===== src/design/mbl_ram.sv =====
// ----------------------------------------------------------------------------
// mbl_ram: generic single-port-write, single-port-read RAM
// One write and one read per cycle, read data registered.
// ----------------------------------------------------------------------------
module mbl_ram #(
  parameter int  WIDTH = 8,
  parameter int  DEPTH = 8,
  localparam int AW    = (DEPTH > 1) ? $clog2(DEPTH) : 1
) (
  input  logic             clk,
  input  logic             we,
  input  logic [AW-1:0]    waddr,
  input  logic [WIDTH-1:0] wdata,
  input  logic             re,
  input  logic [AW-1:0]    raddr,
  output logic [WIDTH-1:0] rdata
);

  logic [WIDTH-1:0] mem [DEPTH];
  logic [WIDTH-1:0] rdata_r;

  // write port
  always_ff @(posedge clk) begin
    if (we) begin
      mem[waddr] <= wdata;
    end
  end

  // registered read port
  always_ff @(posedge clk) begin
    if (re) begin
      rdata_r <= mem[raddr];
    end
  end

  assign rdata = rdata_r;

endmodule


===== config.mk =====
export PLATFORM = sky130hd
export DESIGN_NAME = mbl_ram
export DESIGN_NICKNAME = d
export VERILOG_FILES = /design/src/design/mbl_ram.sv
export SDC_FILE = /design/constraint.sdc
export NUM_CORES = 1
export LEC_CHECK = 0
export ABC_AREA = 1
export BUFFER_PORTS_ARGS = -buffer_cell sky130_fd_sc_hd__buf_2
export CORE_MARGIN = 2
export CORE_UTILIZATION = 36
export CTS_BUF_LIST = sky130_fd_sc_hd__clkbuf_2
export DETAILED_ROUTE_END_ITERATION = 10
export PLACE_DENSITY_LB_ADDON = 0.1
export REMOVE_ABC_BUFFERS = 1
export SYNTH_ARGS = -nofsm -noshare
export SYNTH_HDL_FRONTEND = slang
export SYNTH_SLANG_ARGS = --single-unit

===== constraint.sdc =====
create_clock -name clk -period 1.6 [get_ports clk]
set_clock_uncertainty 0.2 [all_clocks]
set_input_delay 0 -clock clk [delete_from_list [all_inputs] [get_ports clk]]
set_output_delay 0 -clock clk [all_outputs]
set_load 0.005 [all_outputs]

==> results_dict.tcl <==
set metrics [dict create \
    rsz0062_at_grt "no" \
    fin_nets 373 \
    die_y_um 97.3 \
    cp-end-kind "register" \
    cts_tree "built" \
    critPathKind "input pin to register" \
    synth.most_common_cell "nand2_1" \
    ys_seq_area_frac 0.691 \
    fin_cells 468 \
    setup_ws_ns 0.0653 \
    core_um2 8590 \
    drc_errors 0 \
    antenna_cells 0 \
    maxCapViolCount 0 \
    vias_per_cell 4.34 \
    dp_cells 435 \
    place_area_um2 3370 \
    syn_area_per_cell_um2 10.3 \
    synth_top_area_cell "edfxtp_1" \
    hp-class "input pin to register" \
    die_area_um2 9460 \
    grt_pass1_vias 2046 \
    routedWlPerCell_um 14.1 \
    initial_utilization 0.364 \
    outcome "complete, no violations" \
    grtUsageMet2 0.236 \
    finalHoldViolCount 0 \
    drtPass1Iterations 4 \
    worst_path_largest_cell_delay_ns 0.55 \
    ys_warn_count 0 \
    cts_max_path_buffers 2 \
    ir_drop_uv 409 \
    numPortBuffers 24 \
    antenna_found_initial 0 \
    clock_sinks 72 \
    clock.fmax_mhz 652 \
    grt_max_degree 33 \
    fillers 863 \
    grt_pass1_wl_mm 10.9 \
    drv_slew 0 \
    yosys-top-cells-count "nand2_1 (110), edfxtp_1 (72), inv_1 (68)" \
    async_flop_share 0 \
    dp_hpwl_mm 3.94 \
    clk_pin_slew_worst_paths_ns 0.20 \
    root_buffer "clkbuf_2" \
    antenna_left 0 \
    dp_slack_ns 0.240 \
    power_density_nw_per_um2 940 \
    max_slew.worst_pin.slew_ns 0.360 \
    path_max_fanout 8 \
    syn_inst 303 \
    place.gp.congestion 0.705 \
    synthTopCellsByArea "edfxtp_1 (69%), nand2_1 (13%), inv_1 (8.2%)" \
    path_common_cell "dlygate4sd3_1" \
    grtUsageTotal 0.153 \
    cts_buffers 9 \
    finalSetupViolations 0 \
    ys_ff_latch 72 \
    std_cell_rows 34 \
    postCtsSetupBuffers 0 \
    timing.setup.tns_ns 0 \
    clock_latency_ns 0.49 \
    synth_edf_count 72 \
    min_period_ns 1.53 \
    start_kind "input pin" \
    drive_gt1_frac 0.147 \
    cts_max_level 3 \
    fin_crit_sh 0.959 \
    crit_chain "dlygate4sd3_1, buf_2, nand2_1, nor2_1, dlygate4sd3_1, buf_4" \
    timing.hold.ws_ns 0.105 \
    ys.flop_type "edfxtp_1" \
    grt_util_met1 0.213 \
    die_x_um 97.3 \
    crit_required_ns 1.60 \
    syn_to_final_growth_pct 17.2 \
    drtIter0Drc 118 \
    overflow 0 \
    critPathArrivalTime_ns 1.54 \
    yosys.area.top_type_share 0.691 \
    utilization 0.427 \
    ioPinCount 25 \
    route.vias.total 2029 \
    use_met3 0.0259 \
    leakage_nw 1.70 \
    fin_area_um2 3670 \
    synth_area_um2 3130 \
    relSlewSlack 0.760 \
    cp_slowest_cell "dlygate4sd3_1" \
    grt_busiest_layer "met2" \
    routed_wl_mm 6.60 \
    synth.distinct_cells 10 \
    finalPower_mw 3.45 \
]
[flip-flops by register name (all words and copies together), names as in the netlist]
| register | cells |
|---|---|
| mem | 64 |
| rdata | 8 |
[final cells by class]
cell class,count,area [um2],share of cell area
clock buffers,11,55.1,0.0150
multi-input cells,150,608,0.166
repair buffers,53,397,0.108
flip-flops and latches,72,2160,0.589
inverters,70,265,0.0723
clock inverters,4,46.3,0.0126
well taps,108,135,0.0368
[cells in the final DEF, fill, tap and decap left out]
cell type / netlist / final
nor2_1: 8 / 6
clkinvlp_4: 0 / 1
inv_1: 68 / 68
buf_2: 2 / 24
clkinv_1: 0 / 1
clkinv_2: 0 / 1
dlymetal6s4s_1: 0 / 1
dlygate4sd3_1: 0 / 17
bufinv_16: 0 / 1
inv_4: 1 / 1
clkbuf_2: 0 / 11
buf_4: 3 / 8
nand2_1: 110 / 110
buf_6: 6 / 3
nor2_2: 0 / 2
edfxtp_1: 72 / 72
inv_2: 1 / 1
nand3_1: 32 / 32
[routing by layer]
metal | routed length, um | vias up | part of all wire
met5 | 0 | - | 0
met4 | 118 | 0 | 0.018
met3 | 231 | 11 | 0.035
met2 | 3050 | 35 | 0.46
met1 | 3200 | 936 | 0.49
li1 | - | 1047 | -
[what timing repair did]
action | CTS | global route
resized for setup | 0 | 6
endpoints found under the setup margin | 0 | 20
hold endpoints to repair | 144 | 0
hold buffers | 19 | 0
[cell families (layout without fill, tap and decap cells)]
logic type,count (synthesis),count (layout),synth area share
buffers and inverters,81,138,0.117
DFF,72,72,0.691
and+or+nand+nor,150,150,0.193
[where the power goes]
part           total (mW)  internal, mW  switching [mW]
Clock               0.978         0.359           0.619
Combinational       0.302         0.119           0.184
Sequential           2.17          2.15          0.0160
Total                3.45          2.63           0.819
[critical path, delay by kind of cell]
kind,cells,cell delay (ns)
buffers and inverters,4,1.39
and+or+nand+nor,2,0.16
[final timing paths]
check                 start         to  slack, ns  depth (start not counted)
setup / recovery   waddr[2]  mem[6][4]       0.07                          6
hold / removal     waddr[0]  mem[0][6]       0.11                          6
setup reg to reg  mem[2][3]   rdata[3]       0.41                          6
hold reg to reg   mem[1][6]   rdata[6]       0.51                          6
Note: power is estimated with default switching activity, not from simulation.
